### config.mk
export PLATFORM = sky130hd
export DESIGN_NAME = c_source_comment_whitespace_stripper_unit_flat
export DESIGN_NICKNAME = d
export VERILOG_FILES = /design/src/design/cscws_pkg.sv /design/src/design/cscws_stream_if.sv /design/src/design/cscws_front.sv /design/src/design/cscws_fifo.sv /design/src/design/cscws_back.sv /design/src/design/c_source_comment_whitespace_stripper_unit.sv /design/src/flat_wrapper.sv
export VERILOG_INCLUDE_DIRS = /design/src /design/src/design
export SDC_FILE = /design/constraint.sdc
export NUM_CORES = 1
export LEC_CHECK = 0
export BUFFER_PORTS_ARGS = -buffer_cell sky130_fd_sc_hd__buf_2
export CAP_MARGIN = 10
export CORE_MARGIN = 4
export CORE_UTILIZATION = 55
export CTS_CLUSTER_SIZE = 20
export DETAILED_ROUTE_END_ITERATION = 8
export GPL_TIMING_DRIVEN = 0
export PLACE_DENSITY = 0.72
export SLEW_MARGIN = 0
export SYNTH_ARGS = -nofsm -noshare
export SYNTH_HDL_FRONTEND = slang
export SYNTH_SLANG_ARGS = --single-unit
### constraint.sdc
create_clock -name clk -period 8.9 [get_ports clk]
set_input_delay 0.89 -clock clk [delete_from_list [all_inputs] [get_ports clk]]
set_output_delay 0.89 -clock clk [all_outputs]
set_load 0.01 [all_outputs]
### src/design/c_source_comment_whitespace_stripper_unit_macros.svh
// ----------------------------------------------------------------------------
// Assertion macros for the C source comment and whitespace stripper
// Short forms of the concurrent checks used at the top level. They expect
// signals named clk and arst_n in the scope where they are used.
// ----------------------------------------------------------------------------
`ifndef C_SOURCE_COMMENT_WHITESPACE_STRIPPER_UNIT_MACROS_SVH
`define C_SOURCE_COMMENT_WHITESPACE_STRIPPER_UNIT_MACROS_SVH

// Same-cycle implication, checked outside reset.
`define CSCWS_ASSERT_NOW(lbl, ante, cons, msg) \
	lbl: assert property (@(posedge clk) disable iff (!arst_n) (ante) |-> (cons)) \
		else $error(msg);

// Next-cycle implication, checked outside reset.
`define CSCWS_ASSERT_NEXT(lbl, ante, cons, msg) \
	lbl: assert property (@(posedge clk) disable iff (!arst_n) (ante) |=> (cons)) \
		else $error(msg);

`endif

### src/design/cscws_pkg.sv
`timescale 1ns / 1ps
// ----------------------------------------------------------------------------
// cscws_pkg
// Shared types, character codes and separator classification for the
// C source comment and whitespace stripper.
// ----------------------------------------------------------------------------
package cscws_pkg;

	localparam int MAX_NEST = 15;
	localparam int DEPTH_W  = $clog2(MAX_NEST + 1);
	localparam int QDEPTH   = 4;
	localparam int QPTR_W   = $clog2(QDEPTH);
	localparam int QCNT_W   = $clog2(QDEPTH + 1);

	localparam logic [7:0] CH_SP    = 8'h20;
	localparam logic [7:0] CH_TAB   = 8'h09;
	localparam logic [7:0] CH_LF    = 8'h0A;
	localparam logic [7:0] CH_CR    = 8'h0D;
	localparam logic [7:0] CH_HASH  = 8'h23;
	localparam logic [7:0] CH_SLASH = 8'h2F;
	localparam logic [7:0] CH_STAR  = 8'h2A;
	localparam logic [7:0] CH_DQ    = 8'h22;
	localparam logic [7:0] CH_SQ    = 8'h27;
	localparam logic [7:0] CH_BSL   = 8'h5C;

	typedef enum logic [2:0] {
		M_NORMAL    = 3'd0,
		M_SLASH     = 3'd1,
		M_CMT       = 3'd2,
		M_CMT_SLASH = 3'd3,
		M_CMT_STAR  = 3'd4,
		M_QUOTE     = 3'd5,
		M_QUOTE_ESC = 3'd6
	} mode_t;

	// One classified input beat.
	typedef struct packed {
		logic [7:0] data;
		logic       last;
		logic       ws;
		logic       sep;
	} tok_t;

	// One result beat.
	typedef struct packed {
		logic [7:0] out_byte;
		logic       has_byte;
		logic       end_of_output;
	} res_t;

	function automatic logic is_ws(logic [7:0] c);
		return (c == CH_SP) || (c == CH_TAB) || (c == CH_LF) || (c == CH_CR);
	endfunction

	function automatic logic is_sep(logic [7:0] c);
		logic p;
		p = 1'b0;
		unique case (c)
			8'h2C, 8'h3B, 8'h3D, 8'h2B, 8'h2D, 8'h21, 8'h3F, 8'h3A, 8'h2A,
			8'h25, 8'h26, 8'h7C, 8'h2F, 8'h3C, 8'h3E, 8'h28, 8'h29, 8'h5B,
			8'h5D, 8'h7B, 8'h7D: p = 1'b1;
			default: p = 1'b0;
		endcase
		return p || is_ws(c);
	endfunction

endpackage

### src/design/cscws_stream_if.sv
`timescale 1ns / 1ps
// ----------------------------------------------------------------------------
// cscws stream interfaces
// Valid/ready channels for source bytes in and stripped bytes out.
// ----------------------------------------------------------------------------
interface cscws_in_if;
	logic       valid;
	logic       ready;
	logic [7:0] in_byte;
	logic       last_byte;

	modport source (output valid, output in_byte, output last_byte, input ready);
	modport sink (input valid, input in_byte, input last_byte, output ready);
endinterface

interface cscws_out_if;
	logic       valid;
	logic       ready;
	logic [7:0] out_byte;
	logic       has_byte;
	logic       end_of_output;

	modport source (output valid, output out_byte, output has_byte,
		output end_of_output, input ready);
	modport sink (input valid, input out_byte, input has_byte,
		input end_of_output, output ready);
endinterface

### src/design/cscws_front.sv
`timescale 1ns / 1ps
// ----------------------------------------------------------------------------
// cscws_front
// Accepts source bytes, classifies them as whitespace or separators and
// registers the classified beat toward the queue.
// ----------------------------------------------------------------------------
module cscws_front (
	input  logic              clk,
	input  logic              arst_n,
	cscws_in_if.sink          din,
	output logic              tok_valid,
	input  logic              tok_ready,
	output cscws_pkg::tok_t   tok
);
	import cscws_pkg::*;

	logic vld_s1;
	tok_t tok_s1;
	logic take;

	assign din.ready = !vld_s1 || tok_ready;
	assign take      = din.valid && din.ready;
	assign tok_valid = vld_s1;
	assign tok       = tok_s1;

	always_ff @(posedge clk or negedge arst_n) begin
		if (!arst_n) begin
			vld_s1 <= 1'b0;
		end else if (din.ready) begin
			vld_s1 <= din.valid;
		end
	end

	always_ff @(posedge clk) begin
		if (take) begin
			tok_s1.data <= din.in_byte;
			tok_s1.last <= din.last_byte;
			tok_s1.ws   <= is_ws(din.in_byte);
			tok_s1.sep  <= is_sep(din.in_byte);
		end
	end

endmodule

### src/design/cscws_fifo.sv
`timescale 1ns / 1ps
// ----------------------------------------------------------------------------
// cscws_fifo
// Short queue of classified beats between the front and the back.
// ----------------------------------------------------------------------------
module cscws_fifo (
	input  logic              clk,
	input  logic              arst_n,
	input  logic              wr_valid,
	output logic              wr_ready,
	input  cscws_pkg::tok_t   wr_tok,
	output logic              rd_valid,
	input  logic              rd_ready,
	output cscws_pkg::tok_t   rd_tok
);
	import cscws_pkg::*;

	tok_t              mem_q [QDEPTH];
	logic [QPTR_W-1:0] wptr_q;
	logic [QPTR_W-1:0] rptr_q;
	logic [QCNT_W-1:0] cnt_q;
	logic              push;
	logic              pop;

	assign wr_ready = cnt_q != QCNT_W'(QDEPTH);
	assign rd_valid = cnt_q != '0;
	assign rd_tok   = mem_q[rptr_q];
	assign push     = wr_valid && wr_ready;
	assign pop      = rd_valid && rd_ready;

	always_ff @(posedge clk or negedge arst_n) begin
		if (!arst_n) begin
			wptr_q <= '0;
			rptr_q <= '0;
			cnt_q  <= '0;
		end else begin
			if (push) begin
				wptr_q <= (wptr_q == QPTR_W'(QDEPTH - 1)) ? '0 : wptr_q + 1'b1;
			end
			if (pop) begin
				rptr_q <= (rptr_q == QPTR_W'(QDEPTH - 1)) ? '0 : rptr_q + 1'b1;
			end
			if (push && !pop) begin
				cnt_q <= cnt_q + 1'b1;
			end else if (pop && !push) begin
				cnt_q <= cnt_q - 1'b1;
			end
		end
	end

	always_ff @(posedge clk) begin
		if (push) begin
			mem_q[wptr_q] <= wr_tok;
		end
	end

endmodule

### src/design/cscws_back.sv
`timescale 1ns / 1ps
// ----------------------------------------------------------------------------
// cscws_back
// Scanner state machine: comment nesting, quotes, directives and held
// blanks or slashes. Each beat yields up to two results, kept in a
// two-entry result register that drives the output channel.
// ----------------------------------------------------------------------------
module cscws_back (
	input  logic              clk,
	input  logic              arst_n,
	input  logic              tok_valid,
	output logic              tok_ready,
	input  cscws_pkg::tok_t   tok,
	cscws_out_if.source       dout
);
	import cscws_pkg::*;

	typedef struct packed {
		logic [1:0] n;
		logic [7:0] o0;
		logic [7:0] o1;
		logic [7:0] lo;
		logic       an;
	} acc_t;

	function automatic acc_t emit_f(acc_t a, logic [7:0] x);
		acc_t r;
		r = a;
		if (a.n == 2'd0) begin
			r.o0 = x;
		end else if (a.n == 2'd1) begin
			r.o1 = x;
		end
		if (a.n != 2'd2) begin
			r.n = a.n + 2'd1;
		end
		r.lo = x;
		r.an = 1'b1;
		return r;
	endfunction

	mode_t              mode_q;
	logic [DEPTH_W-1:0] depth_q;
	logic               dir_q;
	logic [7:0]         last_out_q;
	logic               any_q;
	logic               blank_q;
	logic               tab_q;
	logic [1:0]         rcnt_q;
	res_t               r0_q;
	res_t               r1_q;

	mode_t              nm;
	logic [DEPTH_W-1:0] nd;
	logic               ndir;
	logic               nbh;
	logic               nht;
	logic               do_normal;
	logic               keep;
	acc_t               acc;
	logic [7:0]         c;
	logic [1:0]         rn;
	res_t               res0;
	res_t               res1;
	logic               take;
	logic               out_fire;

	assign c = tok.data;

	always_comb begin
		nm        = mode_q;
		nd        = depth_q;
		ndir      = dir_q;
		nbh       = blank_q;
		nht       = tab_q;
		do_normal = 1'b0;
		keep      = 1'b0;
		acc       = '{n: 2'd0, o0: 8'h00, o1: 8'h00, lo: last_out_q, an: any_q};

		unique case (mode_q)
			M_SLASH: begin
				if (c == CH_STAR) begin
					nm = M_CMT;
					nd = DEPTH_W'(1);
				end else begin
					acc       = emit_f(acc, CH_SLASH);
					nm        = M_NORMAL;
					do_normal = 1'b1;
				end
			end
			M_CMT, M_CMT_SLASH, M_CMT_STAR: begin
				if (mode_q == M_CMT_SLASH && c == CH_STAR) begin
					if (nd < DEPTH_W'(MAX_NEST)) begin
						nd = nd + 1'b1;
					end
					nm = M_CMT;
				end else if (mode_q == M_CMT_STAR && c == CH_SLASH) begin
					if (nd != '0) begin
						nd = nd - 1'b1;
					end
					nm = (nd == '0) ? M_NORMAL : M_CMT;
				end else if (c == CH_SLASH) begin
					nm = M_CMT_SLASH;
				end else if (c == CH_STAR) begin
					nm = M_CMT_STAR;
				end else begin
					nm = M_CMT;
				end
			end
			M_QUOTE: begin
				acc = emit_f(acc, c);
				if (c == CH_BSL) begin
					nm = M_QUOTE_ESC;
				end else if (c == (tab_q ? CH_SQ : CH_DQ)) begin
					nm  = M_NORMAL;
					nht = 1'b0;
				end
			end
			M_QUOTE_ESC: begin
				acc = emit_f(acc, c);
				nm  = M_QUOTE;
			end
			default: begin
				nm = M_NORMAL;
				if (blank_q) begin
					if (dir_q) begin
						keep = acc.an && !tok.ws && !is_ws(acc.lo);
					end else begin
						keep = acc.an && !tok.sep && !is_sep(acc.lo);
					end
					if (keep) begin
						acc = emit_f(acc, tab_q ? CH_TAB : CH_SP);
					end
					nbh = 1'b0;
					nht = 1'b0;
				end
				do_normal = 1'b1;
			end
		endcase

		if (do_normal) begin
			unique case (c)
				CH_SP, CH_TAB: begin
					nbh = 1'b1;
					nht = (c == CH_TAB);
				end
				CH_HASH: begin
					acc  = emit_f(acc, c);
					ndir = 1'b1;
				end
				CH_CR: begin
					// A directive ends at a CR unless a backslash continues the line.
					if (ndir && acc.an && acc.lo != CH_BSL) begin
						ndir = 1'b0;
					end
					if (acc.an && acc.lo != CH_LF) begin
						acc = emit_f(acc, c);
					end
				end
				CH_LF: begin
					if (acc.an && acc.lo != CH_LF) begin
						acc = emit_f(acc, c);
					end
				end
				CH_SLASH: begin
					nm = M_SLASH;
				end
				CH_DQ, CH_SQ: begin
					acc = emit_f(acc, c);
					nm  = M_QUOTE;
					nht = (c == CH_SQ);
				end
				default: begin
					acc = emit_f(acc, c);
				end
			endcase
		end

		// A slash still held at end of file is kept.
		if (tok.last && nm == M_SLASH) begin
			acc = emit_f(acc, CH_SLASH);
		end

		rn   = acc.n;
		res0 = '{out_byte: acc.o0, has_byte: 1'b1, end_of_output: 1'b0};
		res1 = '{out_byte: acc.o1, has_byte: 1'b1, end_of_output: 1'b0};
		if (tok.last) begin
			if (acc.n == 2'd0) begin
				rn   = 2'd1;
				res0 = '{out_byte: 8'h00, has_byte: 1'b0, end_of_output: 1'b1};
			end else if (acc.n == 2'd1) begin
				res0.end_of_output = 1'b1;
			end else begin
				res1.end_of_output = 1'b1;
			end
		end
	end

	assign out_fire  = (rcnt_q != 2'd0) && dout.ready;
	assign tok_ready = (rcnt_q == 2'd0) || ((rcnt_q == 2'd1) && dout.ready);
	assign take      = tok_valid && tok_ready;

	assign dout.valid         = rcnt_q != 2'd0;
	assign dout.out_byte      = r0_q.out_byte;
	assign dout.has_byte      = r0_q.has_byte;
	assign dout.end_of_output = r0_q.end_of_output;

	always_ff @(posedge clk or negedge arst_n) begin
		if (!arst_n) begin
			mode_q     <= M_NORMAL;
			depth_q    <= '0;
			dir_q      <= 1'b0;
			last_out_q <= 8'h00;
			any_q      <= 1'b0;
			blank_q    <= 1'b0;
			tab_q      <= 1'b0;
			rcnt_q     <= 2'd0;
		end else begin
			if (take) begin
				rcnt_q <= rn;
				if (tok.last) begin
					// The file is done: the next beat starts a fresh one.
					mode_q     <= M_NORMAL;
					depth_q    <= '0;
					dir_q      <= 1'b0;
					last_out_q <= 8'h00;
					any_q      <= 1'b0;
					blank_q    <= 1'b0;
					tab_q      <= 1'b0;
				end else begin
					mode_q     <= nm;
					depth_q    <= nd;
					dir_q      <= ndir;
					last_out_q <= acc.lo;
					any_q      <= acc.an;
					blank_q    <= nbh;
					tab_q      <= nht;
				end
			end else if (out_fire) begin
				rcnt_q <= rcnt_q - 2'd1;
			end
		end
	end

	always_ff @(posedge clk) begin
		if (take) begin
			r0_q <= res0;
			r1_q <= res1;
		end else if (out_fire) begin
			r0_q <= r1_q;
		end
	end

endmodule

### src/design/c_source_comment_whitespace_stripper_unit.sv
`timescale 1ns / 1ps
// ----------------------------------------------------------------------------
// C source comment and whitespace stripper
// Streams C source bytes in and shortened source bytes out, removing nested
// block comments and redundant blanks and blank lines.
// ----------------------------------------------------------------------------
// Usage: one source byte is accepted per beat on din, with last_byte marking
// the end of a file; results leave on dout one per beat, and the last result
// of a file carries end_of_output (an empty end marker has has_byte low).
// A byte that is accepted passes the classification register, a four-entry
// queue and the result register on its way to the output. The block sustains
// one source byte per cycle while each byte yields at most one result and dout
// is ready; a byte that yields two results holds the result register until
// both have left, since dout moves one result per cycle. Configuration is
// fixed; there is no clearing pass.
// ----------------------------------------------------------------------------
`include "c_source_comment_whitespace_stripper_unit_macros.svh"

module c_source_comment_whitespace_stripper_unit (
	input  logic       clk,
	input  logic       arst_n,
	cscws_in_if.sink   din,
	cscws_out_if.source dout
);
	import cscws_pkg::*;

	logic f_valid;
	logic f_ready;
	tok_t f_tok;
	logic q_valid;
	logic q_ready;
	tok_t q_tok;

	cscws_front u_front (
		.clk       (clk),
		.arst_n    (arst_n),
		.din       (din),
		.tok_valid (f_valid),
		.tok_ready (f_ready),
		.tok       (f_tok)
	);

	cscws_fifo u_fifo (
		.clk      (clk),
		.arst_n   (arst_n),
		.wr_valid (f_valid),
		.wr_ready (f_ready),
		.wr_tok   (f_tok),
		.rd_valid (q_valid),
		.rd_ready (q_ready),
		.rd_tok   (q_tok)
	);

	cscws_back u_back (
		.clk       (clk),
		.arst_n    (arst_n),
		.tok_valid (q_valid),
		.tok_ready (q_ready),
		.tok       (q_tok),
		.dout      (dout)
	);

	// An accepted beat always lands in the classification register.
	`CSCWS_ASSERT_NEXT(a_front_load, din.valid && din.ready, f_valid, "accepted beat lost in front")
	// The back must not take a new beat while a stalled result is pending.
	`CSCWS_ASSERT_NOW(a_back_hold, dout.valid && !dout.ready, !(q_valid && q_ready), "back popped while output stalled")
	// A result without a byte can only be the end marker of a file.
	`CSCWS_ASSERT_NOW(a_empty_is_end, dout.valid && !dout.has_byte, dout.end_of_output, "empty result without end mark")

endmodule
### src/flat_wrapper.sv
// flat-port wrapper written by rule: the top's interface ports become plain ports
module c_source_comment_whitespace_stripper_unit_flat import cscws_pkg::*;
  (clk, arst_n, din_valid, din_in_byte, din_last_byte, din_ready, dout_valid, dout_out_byte, dout_has_byte, dout_end_of_output, dout_ready);
  cscws_in_if din_i ();
  cscws_out_if dout_i ();
  input  logic clk;
  input  logic arst_n;
  input wire logic [$bits(din_i.valid)-1:0] din_valid;
  input wire logic [$bits(din_i.in_byte)-1:0] din_in_byte;
  input wire logic [$bits(din_i.last_byte)-1:0] din_last_byte;
  output wire logic [$bits(din_i.ready)-1:0] din_ready;
  output wire logic [$bits(dout_i.valid)-1:0] dout_valid;
  output wire logic [$bits(dout_i.out_byte)-1:0] dout_out_byte;
  output wire logic [$bits(dout_i.has_byte)-1:0] dout_has_byte;
  output wire logic [$bits(dout_i.end_of_output)-1:0] dout_end_of_output;
  input wire logic [$bits(dout_i.ready)-1:0] dout_ready;
  assign din_i.valid = din_valid;
  assign din_i.in_byte = din_in_byte;
  assign din_i.last_byte = din_last_byte;
  assign din_ready = din_i.ready;
  assign dout_valid = dout_i.valid;
  assign dout_out_byte = dout_i.out_byte;
  assign dout_has_byte = dout_i.has_byte;
  assign dout_end_of_output = dout_i.end_of_output;
  assign dout_i.ready = dout_ready;
  c_source_comment_whitespace_stripper_unit u_core (.clk(clk), .arst_n(arst_n), .din(din_i), .dout(dout_i));
endmodule
# Yosys cells after proc, flatten, opt, wreduce, memory -nomap -nowiden
# Memories as Yosys holds them, arrays and structs flattened.
# Cells that the tools add are included.
classes:
  n_addsub: 9
  magnitude_cmp: 1
  eq_ne: 83
  n_mux: 85
  n_bitwise: 1
  reduce_logical: 61
op_table:
  columns: ["operator", "count"]
  rows:
  - ["8-bit by 6-bit equality test with 1-bit output (second input constant)", 40]
  - ["8-bit by 7-bit equality test with 1-bit output (second input constant)", 11]
  - ["27-bit two-way mux", 3]
  - ["26-bit two-way mux", 3]
  - ["26-bit one-hot mux with 3 select lines", 1]
  - ["8-bit by 4-bit equality test with 1-bit output (second input constant)", 9]
  - ["8-bit two-way mux", 7]
  - ["27-bit one-hot mux with 2 select lines", 1]
  - ["21-bit OR reduction", 2]
  - ["4-bit two-way mux", 9]
  - ["3-bit two-way mux", 11]
  - ["10-bit two-way mux", 3]
  - ["1-bit two-way mux", 28]
  - ["2-bit two-way mux", 10]
  - ["1-bit logical AND", 17]
  - ["3-bit one-hot mux with 4 select lines", 1]
  - ["1-bit logical OR", 10]
  - ["2-bit OR reduction", 5]
  - ["5-bit OR reduction", 2]
  - ["3-bit equality test (second input constant)", 3]
  - ["9-bit two-way mux", 1]
  - ["3-bit inequality test (second input constant)", 3]
  - ["3-bit nonzero test", 3]
  - ["2-bit by 1-bit adder with 2-bit output (second input constant)", 4]
  - ["29 further kinds", 53]
totals:
  reg_bits: 59
  ramBits: 44
  inputBits: 13
  out_inout_bits: 12
  elab_cells: 262
  memories: 1
memory_table:
  columns: ["name", "words", "width", "read_ports", "rd_clocked_by_memory_dff", "write_ports", "line_no", "text"]
  rows:
  - ["u_core.u_fifo.mem_q", 4, 11, 1, 0, 1, "cscws_fifo.sv:18", "tok_t mem_q [QDEPTH];"]

# Logic depth before layout (Yosys ltp)
logic_depth:
  word_depth: 30
  mapped_depth: 20
  depth_no_buf: 18

# Hierarchy
# Synthesis repeated with hierarchy kept, for this count alone.
unflattened:
  hier_cells: 557
  hier_area_um2: 6073.3
by_module_without_submodules:
  columns: ["module", "n_inst", "cells_per_inst", "area_each_um2", "seq_area_each_um2"]
  rows:
  - ["cscws_back", 1, 428, 3508.4, 1096.1]
  - ["cscws_fifo", 1, 93, 2024.4, 1496.4]
  - ["cscws_front", 1, 36, 540.5, 355.3]

# Worst setup path before layout
# OpenSTA, ideal clock, no wires.
synth_path:
  path_type: "reg2reg"
  startpoint: "reg u_core.u_fifo.rptr_q[0]"
  endpoint: "reg u_core.u_back.r0_q, in the netlist u_core.u_back.dout.out_byte[4] (data pin)"
  setup_time_ps: 257
  arrival_time_ps: 4280
  required_ps: 8643
  path_slack_ps: 4363
  stages_incl_launch_ff: 20
  path_buffers: 2
  synth_period_minus_slack_ps: 4537
  cell_sequence: "dfrtp_1 > buf_6 > mux4_2 > or3_1 > buf_6 > nor3_4 > nor3_2 > a221o_1 > a21oi_2 > nand3_1 > o32a_1 > ha_1 > nand2_1 > o31a_1 > a31oi_2 > ha_1 > nand2_1 > mux2i_1 > a21oi_2 > a32o_1"
synth_between:
  elab_chain_len: 22
  word_cells_on_any_way: 63
  classes_between: "add/sub: 2; eq/ne: 14; mux: 30; reduce/logical: 16; memory: 1"
synth_rtl:
  columns: ["item", "line_no", "text"]
  rows:
  - ["from (decl)", "cscws_fifo.sv:20", "logic [QPTR_W-1:0] rptr_q;"]
  - ["from (signal assigned)", "cscws_fifo.sv:41", "rptr_q <= (rptr_q == QPTR_W'(QDEPTH - 1)) ? '0 : rptr_q + 1'b1;"]
  - ["memory 4 x 11 bit (*)", null, null]
  - ["1-bit logical NOT (on tied branches)", "cscws_back.sv:129, cscws_back.sv:127", null]
  - ["1-bit logical AND (on tied branches) (2 in series)", "cscws_back.sv:129, cscws_back.sv:127", null]
  - ["1-bit two-way mux", "cscws_back.sv:126", "if (dir_q) begin"]
  - ["1-bit two-way mux", "cscws_back.sv:125", "if (blank_q) begin"]
  - ["1-bit two-way mux", "cscws_back.sv:80", "unique case (mode_q)"]
  - ["26-bit two-way mux", "cscws_back.sv:131", "if (keep) begin"]
  - ["26-bit two-way mux", "cscws_back.sv:125", null]
  - ["(+5 left out)", null, null]
  - ["27-bit two-way mux", "cscws_back.sv:141", "if (do_normal) begin"]
  - ["2-bit by 1-bit adder with 2-bit output / 2-bit inequality test (equally long branches)", "cscws_back.sv:35, cscws_back.sv:34", null]
  - ["2-bit two-way mux", "cscws_back.sv:34", "if (a.n != 2'd2) begin"]
  - ["27-bit two-way mux", "cscws_back.sv:180", "if (tok.last && nm == M_SLASH) begin"]
  - ["2-bit logical NOT", "cscws_back.sv:188", "if (acc.n == 2'd0) begin"]
  - ["9-bit two-way mux", "cscws_back.sv:188", null]
  - ["10-bit two-way mux (*)", "cscws_back.sv:187", "if (tok.last) begin"]
  - ["10-bit two-way mux (*)", "cscws_back.sv:246", "if (take) begin"]
  - ["to (signal assigned)", "cscws_back.sv:247", "r0_q <= res0;"]
  - ["to (signal assigned)", "cscws_back.sv:250", "r0_q <= r1_q;"]
  - ["to (decl)", "cscws_back.sv:50", "res_t r0_q;"]
# Every way passes the cells marked *; elsewhere a longest branch is shown, timed or not. The select of a mux whose other input is x is not followed.
# A chain may end at the register's enable or synchronous reset.

# Worst setup path after layout
layout_path:
  startpoint: "reg u_core.u_fifo.rptr_q[1]"
  endpoint: "reg u_core.u_back.r0_q, in the netlist u_core.u_back.dout.out_byte[6] (data pin)"
# Same word-level chain as after synthesis.

==> run metrics <==
status=finished clean; Worst setup EP type=register; Vias=4537; FF+latch count, synth=103; clock network latency to the later pin of the worst-skew pair=0.37 ns; count of flip-flops with a built-in enable after synthesis=74; Crit path required time=9.14 ns; fraction of layout cells with a size suffix above 1=0.146; peak fanout along the critical path=10; post-layout total power=2.44 mW; Achievable Freq=182 MHz; Worst-Margin Slew=1.08 ns; maximum clock skew at final layout=0.0163 ns; setup repair after global routing missed its margin=no; total overflow reported by the global router=0; arrival time of the worst setup path=5.72 ns; effective utilization at floorplan=0.564; worst-path cell chain=buf_4 > buf_4 > nor2b_1 > a2111oi_0 > a31oi_1 > o311ai_0 > nand3_2 > a22oi_1 > nand3_1 > o32a_1 > ha_1 > nand2_1 > o31a_1 > a31oi_2 > ha_1 > nand2_1 > mux2i_1 > a21oi_2 > a32o_1; TritonCTS buffer count=9; Clock Root Buffer=sky130_fd_sc_hd__clkbuf_8; wire length of the first global-routing pass=23.3 mm; setup tns final=0 ns; area share of the largest cell type after synthesis=0.383; full die area=12300 um2; overall die height=111 um; CTS-repair resized insts=0; HPWL Detailed=10.5 mm; Setup-failing EPs final=0; cell type with the highest aggregate area in the netlist=sky130_fd_sc_hd__edfxtp_1; Crit Path Class=register to register; initial antenna violation count=0; I/O pin cnt=25; Startpoint Class=register; total global-route track usage=0.240; cell depth of the worst hold path=0; Area Overhead vs Synth=8.39%; worst-case vdd ir drop=0.191 mV; max-cap check violation count=0; placer's final routability congestion estimate=0.949; number of placement rows=37; Routed wire per std cell=20.5 um; sink count of the clock tree=103; Die X=111 um; Leakage Power=2.39 nW; # diodes=0; share of synthesized flip-flops with an asynchronous set or reset=0.282; clock transition at the registers of the reported paths=0.10 ns; post-layout instance count excluding filler cells=705; Final Routed Wirelength=14.4 mm; first-pass iteration count of the detailed router=5; Synth Net Count=555; count of placed standard cells including taps=689; Top FF cell, synth=sky130_fd_sc_hd__edfxtp_1; minimum period implied by the final worst setup slack=5.48 ns; power density cells=388 nW/um2; Final Hold Viols=0; Slowest-stage cell, CP=sky130_fd_sc_hd__o311ai_0; number of global-route vias before repair=4389; Worst Reg2Reg Path Length in Cells=19; H-tree level count=3; fill cell total of the finished layout=887; average footprint of a synthesized cell=11.0 um2; delay of the slowest cell on the worst path=0.91 ns; Period Utilization, post-route=0.616; launch point of the worst path=u_core.u_fifo.rptr_q[1]$_DFFE_PN0P_; post-synthesis instance area=5800 um2; violation count after the first detailed-routing iteration=426; Hold Buf Count CTS=0; CORE AREA=10300 um2; number of nets still failing antenna checks after routing=0; buffers inserted during post-CTS setup optimization=0; cell count after synthesis=529; setup slack of the worst register-to-register path=3.42 ns; CTS tree=built; worst flop-to-flop path endpoint=u_core.u_back.dout.out_byte[6]$_DFFE_PP_; number of warnings issued by yosys=0; Slew Limit Fails=0; fin nets=590; pin count of the biggest net entering global routing=30; number of I/O port buffers=24; Yosys cell types=84; number of DRC violations after detailed routing=0; sequential area share after synthesis=0.508; worst setup path end=u_core.u_back.dout.out_byte[6]$_DFFE_PP_; normalized max-slew margin=0.281; beginning of the worst register-to-register path=u_core.u_fifo.rptr_q[1]$_DFFE_PN0P_; largest buffer count on any clock path=2; cell with the most instances after synthesis=sky130_fd_sc_hd__edfxtp_1; top post-synthesis cells by count=sky130_fd_sc_hd__edfxtp_1 (74), sky130_fd_sc_hd__nand2_1 (50), sky130_fd_sc_hd__o21ai_0 (41); Hold WC Path Type=register to register; synth top area cells=sky130_fd_sc_hd__edfxtp_1 (38%), sky130_fd_sc_hd__dfrtp_1 (13%), sky130_fd_sc_hd__o21ai_0 (3.5%); via-per-instance ratio=6.44
[area by class of cell]
type,count,area (um2),share of cell area
clock inverters,6,68.8,0.0109
multi-input cells,381,2650,0.421
inverters,19,71.3,0.0113
plain buffers,26,134,0.0213
clock buffers,10,128,0.0203
well taps,136,170,0.0271
flip-flops and latches,103,2950,0.469
repair buffers,24,120,0.0191
[worst min-delay path by stage]
stage                                startpoint                              endpoint  slack (ns)
5_1_grt        u_core.u_front.tok[10]$_DFFE_PP_  u_core.u_fifo.mem_q[0][10]$_DFFE_PP_        0.53
3_3_place_gp    u_core.u_front.tok[3]$_DFFE_PP_   u_core.u_fifo.mem_q[2][3]$_DFFE_PP_        0.47
4_1_cts         u_core.u_front.tok[4]$_DFFE_PP_   u_core.u_fifo.mem_q[2][4]$_DFFE_PP_        0.52
2_1_floorplan   u_core.u_front.tok[0]$_DFFE_PP_   u_core.u_fifo.mem_q[0][0]$_DFFE_PP_        0.46
6_report        u_core.u_front.tok[4]$_DFFE_PP_   u_core.u_fifo.mem_q[0][4]$_DFFE_PP_        0.51
3_5_place_dp    u_core.u_front.tok[4]$_DFFE_PP_   u_core.u_fifo.mem_q[2][4]$_DFFE_PP_        0.49
[cells in the final DEF (no fill, tap or decap), types with 3 or more instances in the layout]
cell,instances
sky130_fd_sc_hd__nand2_1,50
sky130_fd_sc_hd__mux2_2,3
sky130_fd_sc_hd__and3_1,7
sky130_fd_sc_hd__nand2b_1,7
sky130_fd_sc_hd__nand4_1,9
sky130_fd_sc_hd__nand3b_1,4
sky130_fd_sc_hd__nor3b_1,3
sky130_fd_sc_hd__xnor2_1,3
sky130_fd_sc_hd__o21a_1,3
sky130_fd_sc_hd__buf_6,3
sky130_fd_sc_hd__clkbuf_8,9
sky130_fd_sc_hd__clkbuf_1,19
sky130_fd_sc_hd__ha_1,12
sky130_fd_sc_hd__o31ai_1,3
sky130_fd_sc_hd__nor4_1,5
sky130_fd_sc_hd__nor2b_1,4
sky130_fd_sc_hd__buf_4,3
sky130_fd_sc_hd__edfxtp_1,74
sky130_fd_sc_hd__mux4_2,9
sky130_fd_sc_hd__nor3_1,17
sky130_fd_sc_hd__a22o_1,8
sky130_fd_sc_hd__o21ai_0,41
sky130_fd_sc_hd__dfrtp_1,29
sky130_fd_sc_hd__a311oi_1,4
sky130_fd_sc_hd__mux2i_1,10
sky130_fd_sc_hd__o21ai_1,5
sky130_fd_sc_hd__nand3_1,19
sky130_fd_sc_hd__buf_2,26
sky130_fd_sc_hd__or3_1,7
sky130_fd_sc_hd__or2_2,6
sky130_fd_sc_hd__a31oi_1,7
sky130_fd_sc_hd__a211oi_1,4
sky130_fd_sc_hd__a21oi_1,19
sky130_fd_sc_hd__inv_1,17
sky130_fd_sc_hd__a21o_1,7
sky130_fd_sc_hd__a32o_1,4
sky130_fd_sc_hd__and2_1,12
sky130_fd_sc_hd__nor2_1,29
[worst max-delay path, delay by kind of cell, from the launching register on]
kind,cells,cell delay (ns)
and+or+nand+nor,5,0.66
DFF,1,0.37
AOI/OAI and AO/OA,9,3.25
buffers and inverters,2,0.37
muxes,1,0.10
adders and majority gates,2,0.60
[routing by layer]
layer | share of wire | up-vias | global-route usage
met3 | 0.062 | 21 | 0.0398
met5 | 0 | - | 0
met2 | 0.50 | 183 | 0.416
met4 | 0.018 | 0 | 0.0706
met1 | 0.42 | 2221 | 0.311
li1 | - | 2112 | -
[through the flow]
stage               hold slack, ns   util  setup WS, ns  cell area (um2)
finish                       0.508  0.612          3.42             6290
global placement             0.469  0.593          3.55             6090
global route                 0.534  0.612          3.01             6290
detailed placement           0.494  0.593          3.46             6090
CTS                          0.518  0.612          3.43             6290
floorplan                    0.459      -          4.36             5800
[cell families after synthesis]
family | count (synthesis) | synth area share
fa+ha+maj | 13 | 0.0293
mux | 22 | 0.0580
compound gates | 145 | 0.178
buf+inv | 45 | 0.0354
simple gates | 196 | 0.184
xor+xnor | 5 | 0.00755
flops | 103 | 0.508
[power breakdown]
group / switching [mW] / total [mW] / internal (mW)
Sequential: 0.0743 / 0.776 / 0.701
Clock: 0.166 / 0.298 / 0.132
Combinational: 0.872 / 1.37 / 0.495
Total: 1.11 / 2.44 / 1.33
[state kept, by name, indices dropped and copies added (netlist names)]
| name | flops |
|---|---|
| u_core.u_back.tab_q | 1 |
| u_core.u_back.dout.out_byte | 8 |
| u_core.u_front.tok_valid | 1 |
| u_core.u_back.depth_q | 4 |
| u_core.u_back.r1_q | 9 |
| u_core.u_front.tok | 11 |
| u_core.u_back.last_out_q | 8 |
| u_core.u_back.dir_q | 1 |
| u_core.u_back.dout.end_of_output | 1 |
| u_core.u_back.dout.has_byte | 1 |
| u_core.u_fifo.wptr_q | 2 |
| u_core.u_back.mode_q | 3 |
| u_core.u_back.blank_q | 1 |
| u_core.u_fifo.mem_q | 44 |
| u_core.u_back.any_q | 1 |
| u_core.u_fifo.rptr_q | 2 |
| u_core.u_fifo.cnt_q | 3 |
| u_core.u_back.rcnt_q | 2 |
No activity file was read; power rests on OpenSTA's default activity.
